<file path="src/design/pswrt_pkg.sv">
// ----------------------------------------------------------------------------
// pswrt_pkg
// Shared constants and controller/datapath interface types for the
// per-source window rate tracker.
// ----------------------------------------------------------------------------
package pswrt_pkg;

	// default table depth
	localparam int TABLE_ENTRIES_DEF = 16;

	// field widths
	localparam int ADDR_W   = 32;
	localparam int TIME_W   = 32;
	localparam int COUNT_W  = 16;
	localparam int SLOT_W   = 4;
	localparam int OCC_W    = 5;

	// configuration port
	localparam int CFG_IDX_W  = 1;
	localparam int CFG_DATA_W = 16;
	localparam logic [CFG_IDX_W-1:0] CFG_WINDOW = 1'b0;
	localparam logic [CFG_IDX_W-1:0] CFG_THRESH = 1'b1;

	// register reset values
	localparam logic [CFG_DATA_W-1:0] WINDOW_RST = 16'd60;
	localparam logic [CFG_DATA_W-1:0] THRESH_RST = 16'd100;

	// saturation limit of an entry count
	localparam logic [COUNT_W-1:0] COUNT_MAX = 16'hFFFF;

	// controller -> datapath commands
	typedef struct packed {
		logic load;    // latch the item, clear the scan trackers
		logic issue;   // read the next table entry
		logic update;  // write back the chosen entry, register the result
	} pswrt_cmd_t;

	// datapath -> controller status
	typedef struct packed {
		logic last_issue;  // the read being issued is the last entry
	} pswrt_stat_t;

endpackage

</file>
<file path="src/design/per_source_window_rate_tracker.sv">
// Each item is accepted in idle; the table is then read one entry per cycle through
// the single read port, followed by a drain state and a write-back state, and done is
// registered from the write-back. A new item is not accepted while busy.
// A new item may be accepted in the cycle that shows the result; results cannot stall.
// Reset (arst_n low) clears all valid bits, the occupancy count and the sequencer at once,
// and restores window_seconds = 60, count_threshold = 100.
// ----------------------------------------------------------------------------
// per_source_window_rate_tracker
// Fixed-window packet counter per source address with oldest-start eviction.
// ----------------------------------------------------------------------------
module per_source_window_rate_tracker #(
	parameter int TABLE_ENTRIES = pswrt_pkg::TABLE_ENTRIES_DEF
) (
	input  logic                                clk,
	input  logic                                arst_n,
	input  logic                                start,
	output logic                                busy,
	input  logic [pswrt_pkg::ADDR_W-1:0]        src_addr,
	input  logic [pswrt_pkg::TIME_W-1:0]        now_seconds,
	input  logic                                cfg_we,
	input  logic [pswrt_pkg::CFG_IDX_W-1:0]     cfg_index,
	input  logic [pswrt_pkg::CFG_DATA_W-1:0]    cfg_data,
	output logic                                done,
	output logic                                over_threshold,
	output logic [pswrt_pkg::COUNT_W-1:0]       src_count,
	output logic [pswrt_pkg::SLOT_W-1:0]        slot_index,
	output logic                                new_entry,
	output logic                                evicted,
	output logic [pswrt_pkg::OCC_W-1:0]         occupancy
);
	import pswrt_pkg::*;

	pswrt_cmd_t  cmd;
	pswrt_stat_t stat;

	// sequencer
	pswrt_ctrl u_ctrl (
		.clk    (clk),
		.arst_n (arst_n),
		.start  (start),
		.stat   (stat),
		.cmd    (cmd),
		.busy   (busy)
	);

	// table and update logic
	pswrt_dp #(
		.TABLE_ENTRIES (TABLE_ENTRIES)
	) u_dp (
		.clk            (clk),
		.arst_n         (arst_n),
		.cmd            (cmd),
		.stat           (stat),
		.src_addr       (src_addr),
		.now_seconds    (now_seconds),
		.cfg_we         (cfg_we),
		.cfg_index      (cfg_index),
		.cfg_data       (cfg_data),
		.done           (done),
		.over_threshold (over_threshold),
		.src_count      (src_count),
		.slot_index     (slot_index),
		.new_entry      (new_entry),
		.evicted        (evicted),
		.occupancy      (occupancy)
	);

endmodule

</file>
<file path="src/design/pswrt_ctrl.sv">
// ----------------------------------------------------------------------------
// pswrt_ctrl
// Sequencer: accepts an item, walks the table once, drains the read
// pipeline and triggers the write-back.
// ----------------------------------------------------------------------------
module pswrt_ctrl (
	input  logic                    clk,
	input  logic                    arst_n,
	input  logic                    start,
	input  pswrt_pkg::pswrt_stat_t  stat,
	output pswrt_pkg::pswrt_cmd_t   cmd,
	output logic                    busy
);
	import pswrt_pkg::*;

	localparam logic [1:0] ST_IDLE   = 2'd0;
	localparam logic [1:0] ST_SCAN   = 2'd1;
	localparam logic [1:0] ST_DRAIN  = 2'd2;
	localparam logic [1:0] ST_UPDATE = 2'd3;

	logic [1:0] state_q;
	logic [1:0] state_nxt;

	// next state and commands
	always_comb begin
		state_nxt  = state_q;
		cmd        = '0;
		unique case (state_q)
			ST_IDLE: begin
				if (start) begin
					cmd.load  = 1'b1;
					state_nxt = ST_SCAN;
				end
			end
			ST_SCAN: begin
				cmd.issue = 1'b1;
				if (stat.last_issue) begin
					state_nxt = ST_DRAIN;
				end
			end
			ST_DRAIN: begin
				state_nxt = ST_UPDATE;
			end
			ST_UPDATE: begin
				cmd.update = 1'b1;
				state_nxt  = ST_IDLE;
			end
			default: begin
				state_nxt = ST_IDLE;
			end
		endcase
	end

	always_ff @(posedge clk or negedge arst_n) begin
		if (!arst_n) begin
			state_q <= ST_IDLE;
		end else begin
			state_q <= state_nxt;
		end
	end

	assign busy = (state_q != ST_IDLE);

endmodule

</file>
<file path="src/design/pswrt_dp.sv">
// ----------------------------------------------------------------------------
// pswrt_dp
// Datapath: entry memories, valid bits, scan trackers (hit, first empty,
// oldest start), window/saturation update and result registers.
// ----------------------------------------------------------------------------
module pswrt_dp #(
	parameter int TABLE_ENTRIES = pswrt_pkg::TABLE_ENTRIES_DEF
) (
	input  logic                                clk,
	input  logic                                arst_n,
	input  pswrt_pkg::pswrt_cmd_t               cmd,
	output pswrt_pkg::pswrt_stat_t              stat,
	input  logic [pswrt_pkg::ADDR_W-1:0]        src_addr,
	input  logic [pswrt_pkg::TIME_W-1:0]        now_seconds,
	input  logic                                cfg_we,
	input  logic [pswrt_pkg::CFG_IDX_W-1:0]     cfg_index,
	input  logic [pswrt_pkg::CFG_DATA_W-1:0]    cfg_data,
	output logic                                done,
	output logic                                over_threshold,
	output logic [pswrt_pkg::COUNT_W-1:0]       src_count,
	output logic [pswrt_pkg::SLOT_W-1:0]        slot_index,
	output logic                                new_entry,
	output logic                                evicted,
	output logic [pswrt_pkg::OCC_W-1:0]         occupancy
);
	import pswrt_pkg::*;

	localparam int IW = (TABLE_ENTRIES > 1) ? $clog2(TABLE_ENTRIES) : 1;
	localparam int CW = $clog2(TABLE_ENTRIES + 1);
	localparam logic [IW-1:0] LAST_IDX = IW'(TABLE_ENTRIES - 1);

	// configuration registers
	logic [CFG_DATA_W-1:0] window_q;
	logic [CFG_DATA_W-1:0] thresh_q;

	always_ff @(posedge clk or negedge arst_n) begin
		if (!arst_n) begin
			window_q <= WINDOW_RST;
			thresh_q <= THRESH_RST;
		end else if (cfg_we) begin
			unique case (cfg_index)
				CFG_WINDOW: window_q <= cfg_data;
				CFG_THRESH: thresh_q <= cfg_data;
				default: ;
			endcase
		end
	end

	// entry storage
	logic [ADDR_W-1:0]  mem_addr  [TABLE_ENTRIES];
	logic [TIME_W-1:0]  mem_start [TABLE_ENTRIES];
	logic [COUNT_W-1:0] mem_count [TABLE_ENTRIES];
	logic [TABLE_ENTRIES-1:0] valid_q;
	logic [CW-1:0]            total_q;

	// latched item
	logic [ADDR_W-1:0] key_addr_q;
	logic [TIME_W-1:0] key_now_q;

	always_ff @(posedge clk) begin
		if (cmd.load) begin
			key_addr_q <= src_addr;
			key_now_q  <= now_seconds;
		end
	end

	// read index
	logic [IW-1:0] rd_idx_q;

	always_ff @(posedge clk or negedge arst_n) begin
		if (!arst_n) begin
			rd_idx_q <= '0;
		end else if (cmd.load) begin
			rd_idx_q <= '0;
		end else if (cmd.issue) begin
			rd_idx_q <= rd_idx_q + IW'(1);
		end
	end

	assign stat.last_issue = (rd_idx_q == LAST_IDX);

	// registered memory read
	logic [ADDR_W-1:0]  rd_addr_s1;
	logic [TIME_W-1:0]  rd_start_s1;
	logic [COUNT_W-1:0] rd_count_s1;
	logic [IW-1:0]      rd_slot_s1;
	logic               rd_vld_s1;

	always_ff @(posedge clk) begin
		if (cmd.issue) begin
			rd_addr_s1  <= mem_addr[rd_idx_q];
			rd_start_s1 <= mem_start[rd_idx_q];
			rd_count_s1 <= mem_count[rd_idx_q];
			rd_slot_s1  <= rd_idx_q;
		end
	end

	always_ff @(posedge clk or negedge arst_n) begin
		if (!arst_n) begin
			rd_vld_s1 <= 1'b0;
		end else begin
			rd_vld_s1 <= cmd.issue;
		end
	end

	// per-entry evaluation
	logic ent_valid;
	logic ent_hit;
	logic ent_empty;
	logic ent_older;

	assign ent_valid = valid_q[rd_slot_s1];
	assign ent_hit   = rd_vld_s1 && ent_valid && (rd_addr_s1 == key_addr_q);
	assign ent_empty = rd_vld_s1 && !ent_valid;

	// scan trackers
	logic               hit_found_q;
	logic [IW-1:0]      hit_idx_q;
	logic [TIME_W-1:0]  hit_start_q;
	logic [COUNT_W-1:0] hit_count_q;
	logic               empty_found_q;
	logic [IW-1:0]      empty_idx_q;
	logic [TIME_W-1:0]  min_start_q;
	logic [IW-1:0]      min_idx_q;

	// strict less-than keeps the lowest index on ties
	assign ent_older = rd_vld_s1 && ((rd_slot_s1 == '0) || (rd_start_s1 < min_start_q));

	always_ff @(posedge clk or negedge arst_n) begin
		if (!arst_n) begin
			hit_found_q   <= 1'b0;
			empty_found_q <= 1'b0;
		end else if (cmd.load) begin
			hit_found_q   <= 1'b0;
			empty_found_q <= 1'b0;
		end else begin
			if (ent_hit) begin
				hit_found_q <= 1'b1;
			end
			if (ent_empty) begin
				empty_found_q <= 1'b1;
			end
		end
	end

	always_ff @(posedge clk) begin
		if (ent_hit && !hit_found_q) begin
			hit_idx_q   <= rd_slot_s1;
			hit_start_q <= rd_start_s1;
			hit_count_q <= rd_count_s1;
		end
		if (ent_empty && !empty_found_q) begin
			empty_idx_q <= rd_slot_s1;
		end
		if (ent_older) begin
			min_start_q <= rd_start_s1;
			min_idx_q   <= rd_slot_s1;
		end
	end

	// entry update
	logic [TIME_W-1:0]  elapsed;
	logic               in_window;
	logic [COUNT_W-1:0] inc_count;
	logic [IW-1:0]      upd_slot;
	logic [COUNT_W-1:0] upd_count;
	logic [TIME_W-1:0]  upd_start;
	logic               upd_new;
	logic               upd_evict;
	logic               upd_grow;
	logic [CW-1:0]      total_nxt;

	assign elapsed   = key_now_q - hit_start_q;
	assign in_window = (elapsed <= {{(TIME_W-CFG_DATA_W){1'b0}}, window_q});
	assign inc_count = (hit_count_q == COUNT_MAX) ? hit_count_q : hit_count_q + COUNT_W'(1);

	always_comb begin
		upd_slot  = min_idx_q;
		upd_count = COUNT_W'(1);
		upd_start = key_now_q;
		upd_new   = 1'b1;
		upd_evict = 1'b0;
		upd_grow  = 1'b0;
		priority if (hit_found_q) begin
			upd_slot = hit_idx_q;
			upd_new  = 1'b0;
			if (in_window) begin
				upd_count = inc_count;
				upd_start = hit_start_q;
			end
		end else if (empty_found_q) begin
			upd_slot = empty_idx_q;
			upd_grow = 1'b1;
		end else begin
			upd_evict = 1'b1;
		end
	end

	assign total_nxt = upd_grow ? total_q + CW'(1) : total_q;

	// memory write-back
	always_ff @(posedge clk) begin
		if (cmd.update) begin
			mem_addr[upd_slot]  <= key_addr_q;
			mem_start[upd_slot] <= upd_start;
			mem_count[upd_slot] <= upd_count;
		end
	end

	always_ff @(posedge clk or negedge arst_n) begin
		if (!arst_n) begin
			valid_q <= '0;
			total_q <= '0;
		end else if (cmd.update) begin
			valid_q[upd_slot] <= 1'b1;
			total_q           <= total_nxt;
		end
	end

	// result registers
	logic [IW+SLOT_W-1:0] slot_ext;
	logic [CW+OCC_W-1:0]  occ_ext;
	logic                 res_over_q;
	logic [COUNT_W-1:0]   res_count_q;
	logic [SLOT_W-1:0]    res_slot_q;
	logic                 res_new_q;
	logic                 res_evict_q;
	logic [OCC_W-1:0]     res_occ_q;
	logic                 done_q;

	assign slot_ext = {{SLOT_W{1'b0}}, upd_slot};
	assign occ_ext  = {{OCC_W{1'b0}}, total_nxt};

	always_ff @(posedge clk) begin
		if (cmd.update) begin
			res_over_q  <= (upd_count > thresh_q);
			res_count_q <= upd_count;
			res_slot_q  <= slot_ext[SLOT_W-1:0];
			res_new_q   <= upd_new;
			res_evict_q <= upd_evict;
			res_occ_q   <= occ_ext[OCC_W-1:0];
		end
	end

	always_ff @(posedge clk or negedge arst_n) begin
		if (!arst_n) begin
			done_q <= 1'b0;
		end else begin
			done_q <= cmd.update;
		end
	end

	assign done           = done_q;
	assign over_threshold = res_over_q;
	assign src_count      = res_count_q;
	assign slot_index     = res_slot_q;
	assign new_entry      = res_new_q;
	assign evicted        = res_evict_q;
	assign occupancy      = res_occ_q;

endmodule

</file>
<file path="config.mk">
export PLATFORM = sky130hd
export DESIGN_NAME = per_source_window_rate_tracker
export DESIGN_NICKNAME = d
export VERILOG_FILES = /design/src/design/pswrt_pkg.sv /design/src/design/per_source_window_rate_tracker.sv /design/src/design/pswrt_ctrl.sv /design/src/design/pswrt_dp.sv
export SDC_FILE = /design/constraint.sdc
export NUM_CORES = 2
export LEC_CHECK = 0
export BUFFER_PORTS_ARGS = -buffer_cell sky130_fd_sc_hd__buf_4
export CORE_MARGIN = 2
export CORE_UTILIZATION = 62
export DETAILED_ROUTE_END_ITERATION = 8
export PLACE_DENSITY = 0.79
export SLEW_MARGIN = 10
export SYNTH_ARGS = -nofsm -noshare
export SYNTH_HDL_FRONTEND = slang
export SYNTH_SLANG_ARGS = --single-unit
</file>
<file path="constraint.sdc">
create_clock -name clk -period 6.3 [get_ports clk]
set_input_delay 1.26 -clock clk [delete_from_list [all_inputs] [get_ports clk]]
set_output_delay 1.26 -clock clk [all_outputs]
set_load 0.02 [all_outputs]
</file>
## Word-level counts from Yosys, hierarchy flattened

Memory sizes are Yosys's and may differ from the RTL's. A register that Yosys moved wholly into a read port is not among the register bits.
Index checks and enable logic that the tools add are counted.

- Flip-flop bits (word level): 251
- Bits in writable memories: 1280
- Output and inout bits: 30
- Word-level logic and storage cells: 99
- Memories: 3

Memories:

| memory | depth | width | read ports | clocked after memory_dff | write ports | line | source |
|---|---|---|---|---|---|---|---|
| u_dp.mem_addr | 16 | 32 | 1 | 1 | 1 | pswrt_dp.sv:50 | `logic [ADDR_W-1:0] mem_addr [TABLE_ENTRIES];` |
| u_dp.mem_start | 16 | 32 | 1 | 1 | 1 | pswrt_dp.sv:51 | `logic [TIME_W-1:0] mem_start [TABLE_ENTRIES];` |
| u_dp.mem_count | 16 | 16 | 1 | 1 | 1 | pswrt_dp.sv:52 | `logic [COUNT_W-1:0] mem_count [TABLE_ENTRIES];` |

- $add $sub $neg: 4
- Magnitude comparators: 6
- Equal/unequal tests: 8
- Multiplexer cells: 31
- Bitwise logic cells: 2
- Reduce and logical (&&, ||, !) cells: 20

Operators with widths:

| cell | count |
|---|---|
| two-way mux 32 bit | 2 |
| two-way mux 16 bit | 3 |
| == test 32 bit | 1 |
| <= comparator 32 x 16 -> 1 bit | 1 |
| less-than comparator 32 bit | 1 |
| subtractor 32 bit | 1 |
| adder 16 x 1 -> 16 bit, second input constant | 1 |
| == test 16 bit, second input constant | 1 |
| > comparator 16 bit | 1 |
| two-way mux 1 bit | 16 |
| two-way mux 4 bit | 4 |
| OR 16 bit | 1 |
| less-than comparator 4 x 5 -> 1 bit, second input constant | 2 |
| case mux 2 bit (4 select lines) | 1 |
| nonzero test 2 bit | 4 |
| logical AND 1 bit | 7 |
| AND reduction 2 bit | 3 |
| adder 5 x 1 -> 5 bit, second input constant | 1 |
| two-way mux 5 bit | 1 |
| adder 4 x 1 -> 4 bit, second input constant | 1 |
| binary-select mux 1 bit (select 4 bit) | 1 |
| demux 1 bit (select 4 bit) | 1 |
| == test 2 bit, second input constant | 2 |
| == test 4 bit, second input constant | 1 |
| 9 further kinds | 13 |

## Longest topological paths before layout

- Depth after elaboration: 7
- Mapped depth: 30
- Gate-level depth less buffers: 29

## By module

From an unflattened synthesis, not the netlist that was laid out.

- Cell total of the unflattened synthesis: 2955
- Area, all modules: 63512.2 µm²

Modules (own cells, without submodules):

| module | times used | cells an instance | area an instance (µm²) | seq. area each (µm²) |
|---|---|---|---|---|
| pswrt_dp | 1 | 2939 | 63340.7 | 48019.8 |
| pswrt_ctrl | 1 | 16 | 171.4 | 50.0 |

## Worst setup path after synthesis

OpenSTA, ideal clock, no wires.

- Path type: register -> register
- Start point: register u_dp.hit_start_q[0]
- End point: register u_dp.res_over_q, in the netlist u_dp.over_threshold, data pin
- Arrival time: 5.341 ns
- Setup slack: 0.693 ns
- Cell stages (with the launch flop): 27
- Cell sequence: edfxtp_1 > ha_1 > fa_1 > nand2b_1 > a21oi_1 > o21bai_1 > a211oi_2 > nor2_1 > xnor2_1 > ha_1 > nand4_1 > nor2_1 > o21ai_0 > a32oi_1 > a2111o_1 > nor4_1 > nand4_1 > a211oi_1 > ha_1 > a21oi_1 > nor2b_1 > o21ai_0 > nand2b_1 > a21oi_1 > nor2b_1 > o21ai_0 > a32oi_1

- Word-level cells in the longest chain between the ends: 5

Ends and longest elaborated chain:

| element | line | source |
|---|---|---|
| from (decl) | pswrt_dp.sv:119 | `logic [TIME_W-1:0] hit_start_q;` |
| from (signal assigned) | pswrt_dp.sv:149 | `hit_start_q <= rd_start_s1;` |
| subtractor 32 bit | pswrt_dp.sv:173 | `assign elapsed = key_now_q - hit_start_q;` |
| <= comparator 32 x 16 -> 1 bit | pswrt_dp.sv:174 | `assign in_window = (elapsed <= {{(TIME_W-CFG_DATA_W){1'b0}}, window_q});` |
| two-way mux 16 bit | pswrt_dp.sv:187 | `if (in_window) begin` |
| two-way mux 16 bit | pswrt_dp.sv:184 | `priority if (hit_found_q) begin` |
| via u_dp.upd_count[10] | pswrt_dp.sv:166 | `logic [COUNT_W-1:0] upd_count;` |
| > comparator 16 bit | pswrt_dp.sv:236 | `res_over_q <= (upd_count > thresh_q);` |
| to (signal assigned) | pswrt_dp.sv:236 |  |
| to (decl) | pswrt_dp.sv:223 | `logic res_over_q;` |

The timed path passes the listed nets, and every way through them passes these cells.
A chain may end at the register's enable or synchronous reset.

## Worst setup path after layout

Ends and elaborated chain as after synthesis.

==> flow_summary_export.csv <==
group,metric,value,unit
floorplanning,ios,115,
clock_network,cts_hold_buf,0,
logic_synthesis,synth_seq_cells,1611,
logic_synthesis,syn_inst,2975,
sta,slew_headroom,14.9,%
logic_synthesis,synth_area,63600,sq um
final_layout,synthToLayoutAreaGrowth,12.5,%
final_layout,fillerInstances,5716,
sta,setup_viol,0,
logic_synthesis,synth_compound_area_share,2.17,%
clock_network,clock_path_buffers,3,
logic_synthesis,syn_area_per_cell,21.4,sq um
logic_synthesis,synth-main-ff-cell,"edfxtp_1",
sta,finalSetupTns,0,ns
logic_synthesis,synthMuxAreaShare,15.5,%
logic_synthesis,synthDistinctLibCells,70,
power_and_ir_drop,p_total,0.0300,W
min_path,hold_path_class,"reg2reg",
logic_synthesis,async_flop_share,3.91,%
worst_setup_path,crit_buf_inv,1,
worst_setup_path,critical_path_class,"reg2reg",
logic_synthesis,synth_nets,3163,
final_layout,regArea,48100,sq um
sta,tightest_slew,1.28,ns
logic_synthesis,synth_top_family_by_area,"multiplexers",
clock_network,insertion_delay,0.77,ns
routing,drt-total-wl,157000,um
routing,detail-route-antenna-nets,0,
worst_setup_path,worstPathArrival,6.35,ns
routing,firstDrtPassIters,5,
final_layout,fin_nets,3381,
logic_synthesis,yosysMostFrequentCell,"edfxtp_1",
place,routabilityCongestion,0.900,
power_and_ir_drop,netSwitchingPower,0.00830,W
global_route,grt_max_degree,125,
global_route,gr-usage-all-layers,30.3,%
floorplanning,die_area,105000,sq um
clock_network,path_clk_slew,0.06,ns
power_and_ir_drop,ir_drop,0.349,mV
sta,finClkSkew,0.0377,ns
routing,drt_first_iter_violations,4203,
sta,rsz0062_at_grt,"false",
logic_synthesis,synth_edf_count,1548,
final_layout,multi_input_area,14800,sq um
routing,viasPerCell,6.81,
floorplanning,fp.dieW,324,um
routing,route.detailed.drc,0,
global_route,grt_antenna_before_repair,3,
sta,fmax,171,MHz
routing,wl_per_cell,33.5,um
sta,slew_violations,0,
global_route,grt_pass1_vias,33100,
sta,fin_ws,0.438,ns
sta,hold_viol_final,0,
logic_synthesis,synth_area_leaders,"edfxtp_1 73%, mux4_2 14%, dfrtp_1 2.2%",
clock_network,cts_tree,"done",
logic_synthesis,yosys.area_share.simple,2.27,%
logic_synthesis,yosysTopAreaCellShare,73.1,%
place,pre_cts_slack,0.429,ns
sta,fin_crit_sh,93.1,%
clock_network,cts_root_buf,"clkbuf_16",
place,io_buffers,114,
worst_setup_path,worst_path_most_repeated_cell,"o21ai_0",
outcome,outcome,"complete, no violations",
logic_synthesis,synth_top_area_cell,"edfxtp_1",
floorplanning,fp-row-count,117,
place,post-dp-hpwl,80400,um
global_route,grt_pass1_wl,228000,um
global_route,overflow,0,
clock_network,cts_inserted_buffers,156,
worst_setup_path,slowest_delay,0.42,ns
worst_setup_path,required,6.79,ns
run,drv_cap,0,
power_and_ir_drop,p_leak,23.2,nW
logic_synthesis,yosys_warnings,0,
sta,holdWs,0.419,ns
worst_setup_path,endpoint_kind,"flip-flop",
routing,routed-via-count,31845,
logic_synthesis,synth_adder_area_share,2.04,%
floorplanning,start_util,62.5,%
logic_synthesis,synth-xor-area-share,1.02,%
logic_synthesis,synthTopCellsByCount,"1,548 x edfxtp_1, 405 x mux4_2, 110 x inv_1",
power_and_ir_drop,p_int,0.0217,W
final_layout,drive_above_1_share,27.3,%
worst_setup_path,crit_path_max_fanout,16,
power_and_ir_drop,p_comb_share,21.8,%
worst_setup_path,path_delay_family,"compound AO/OA/AOI/OAI gates",
power_and_ir_drop,p_per_area,419,nW/um^2
floorplanning,core-area,102000,sq um
worst_setup_path,critPathSlowestCell,"fa_1",
power_and_ir_drop,power_frac_seq,47.6,%
clock_network,cts.htree.levels,4,
logic_synthesis,yosysSeqAreaShare,75.6,%
floorplanning,die_h,324,um
worst_setup_path,worstSetupStartpointType,"flip-flop",
power_and_ir_drop,switching_share,27.7,%
power_and_ir_drop,p_clk_share,30.7,%
sta,period_needed,5.86,ns
clock_network,clkSinkCount,1611,
[worst reg2reg max path, stage by stage (launching register included)]
cell,delay [ns]
edfxtp_1,0.38
ha_1,0.24
fa_1,0.42
nand2b_1,0.20
a21oi_2,0.23
o21ai_0,0.30
nand2_1,0.18
nor2_1,0.07
xnor2_1,0.19
ha_1,0.27
nor2b_1,0.14
o21ai_0,0.20
a32oi_1,0.18
a2111o_1,0.33
nor4_1,0.29
nand4_1,0.28
buf_4,0.29
nor2_1,0.18
ha_1,0.27
nor2b_1,0.13
o21a_1,0.16
o21ai_0,0.14
nand2b_1,0.09
a21oi_1,0.16
o21ai_0,0.09
a21oi_1,0.13
a32oi_1,0.07
[logic make-up after synthesis]
group           after synthesis
xor+xnor                     74
buf+inv                     229
compound gates              206
flops                      1611
mux                         465
fa+ha+maj                   103
simple gates                287
[stage by stage]
stage	cells	area, sq um	util, %
detailed placement	4403	66600	65.5
finish	4679	71600	70.3
global placement	4403	66600	65.5
floorplan	2975	63600	-
global route	4677	71600	70.3
CTS	4677	71600	70.3
[metal layers]
layer  part of all wire [%]  GRT usage [%]
met1                     37           41.5
met2                     51           50.0
met3                    9.1           5.12
met4                    3.4           10.7
met5                      0              0
[path summary, 6_finish.rpt]
| path | start | endpoint | slack (ns) | cells after the start |
|---|---|---|---|---|
| worst min-delay path | u_dp.rd_count_s1[0] | u_dp.hit_count_q[0] | 0.42 | 0 |
| min in group asynchronous | arst_n | u_dp.thresh_q[14] | 0.66 | 1 |
| worst min register to register | u_dp.rd_count_s1[0] | u_dp.hit_count_q[0] | 0.42 | 0 |
| max in group asynchronous | arst_n | u_dp.rd_idx_q[0] | 4.90 | 1 |
| worst max-delay path | u_dp.hit_start_q[0] | u_dp.over_threshold | 0.44 | 26 |
| worst max register to register | u_dp.hit_start_q[0] | u_dp.over_threshold | 0.44 | 26 |
[placed cells by master (no fill, tap or decap), types with 22 or more instances in the layout]
master,n
o21ai_0,48
dfrtp_1,52
nor2_1,55
nand2_1,67
buf_4,159
mux4_2,405
xor2_1,28
edfxtp_1,1548
nand4_1,34
nand3_1,22
a21o_1,34
mux2_4,29
a21oi_1,47
xnor2_1,46
clkbuf_16,161
inv_1,110
clkinv_1,34
clkbuf_1,37
ha_1,100
[timing repair]
item                                    4_1_cts  5_1_grt
endpoints found under the setup margin        0        1
buffers inserted                              0        0
endpoints found under the hold margin         0        0
gates resized for setup                       0        1
[power groups by stage]
stage | clock, W | combinational [W] | sequential (W)
5_1_grt | 0.00963 | 0.00692 | 0.0144
2_1_floorplan | 0 | 0.00466 | 0.0141
3_5_place_dp | 0 | 0.00641 | 0.0144
6_report | 0.00920 | 0.00652 | 0.0143
4_1_cts | 0.00929 | 0.00658 | 0.0142
3_3_place_gp | 0 | 0.00619 | 0.0143
[layout make-up]
class / count / area share [%]
clock buffer: 198 / 5.82
clock inverter: 76 / 1.07
tap: 1368 / 2.39
inverter: 110 / 0.577
sequential: 1611 / 67.2
antenna: 2 / 0.00699
timing repair buffer: 179 / 2.23
multi-input combinational: 1135 / 20.7
[sequential cells by signal (all words and copies together) (netlist names), 32 cells and up]
| name | flops |
|---|---|
| u_dp.key_addr_q | 32 |
| u_dp.mem_addr | 512 |
| u_dp.min_start_q | 32 |
| u_dp.mem_count | 256 |
| u_dp.rd_start_s1 | 32 |
| u_dp.rd_addr_s1 | 32 |
| u_dp.mem_start | 512 |
| u_dp.key_now_q | 32 |
| u_dp.hit_start_q | 32 |
Power figures use the tool's default switching activity.
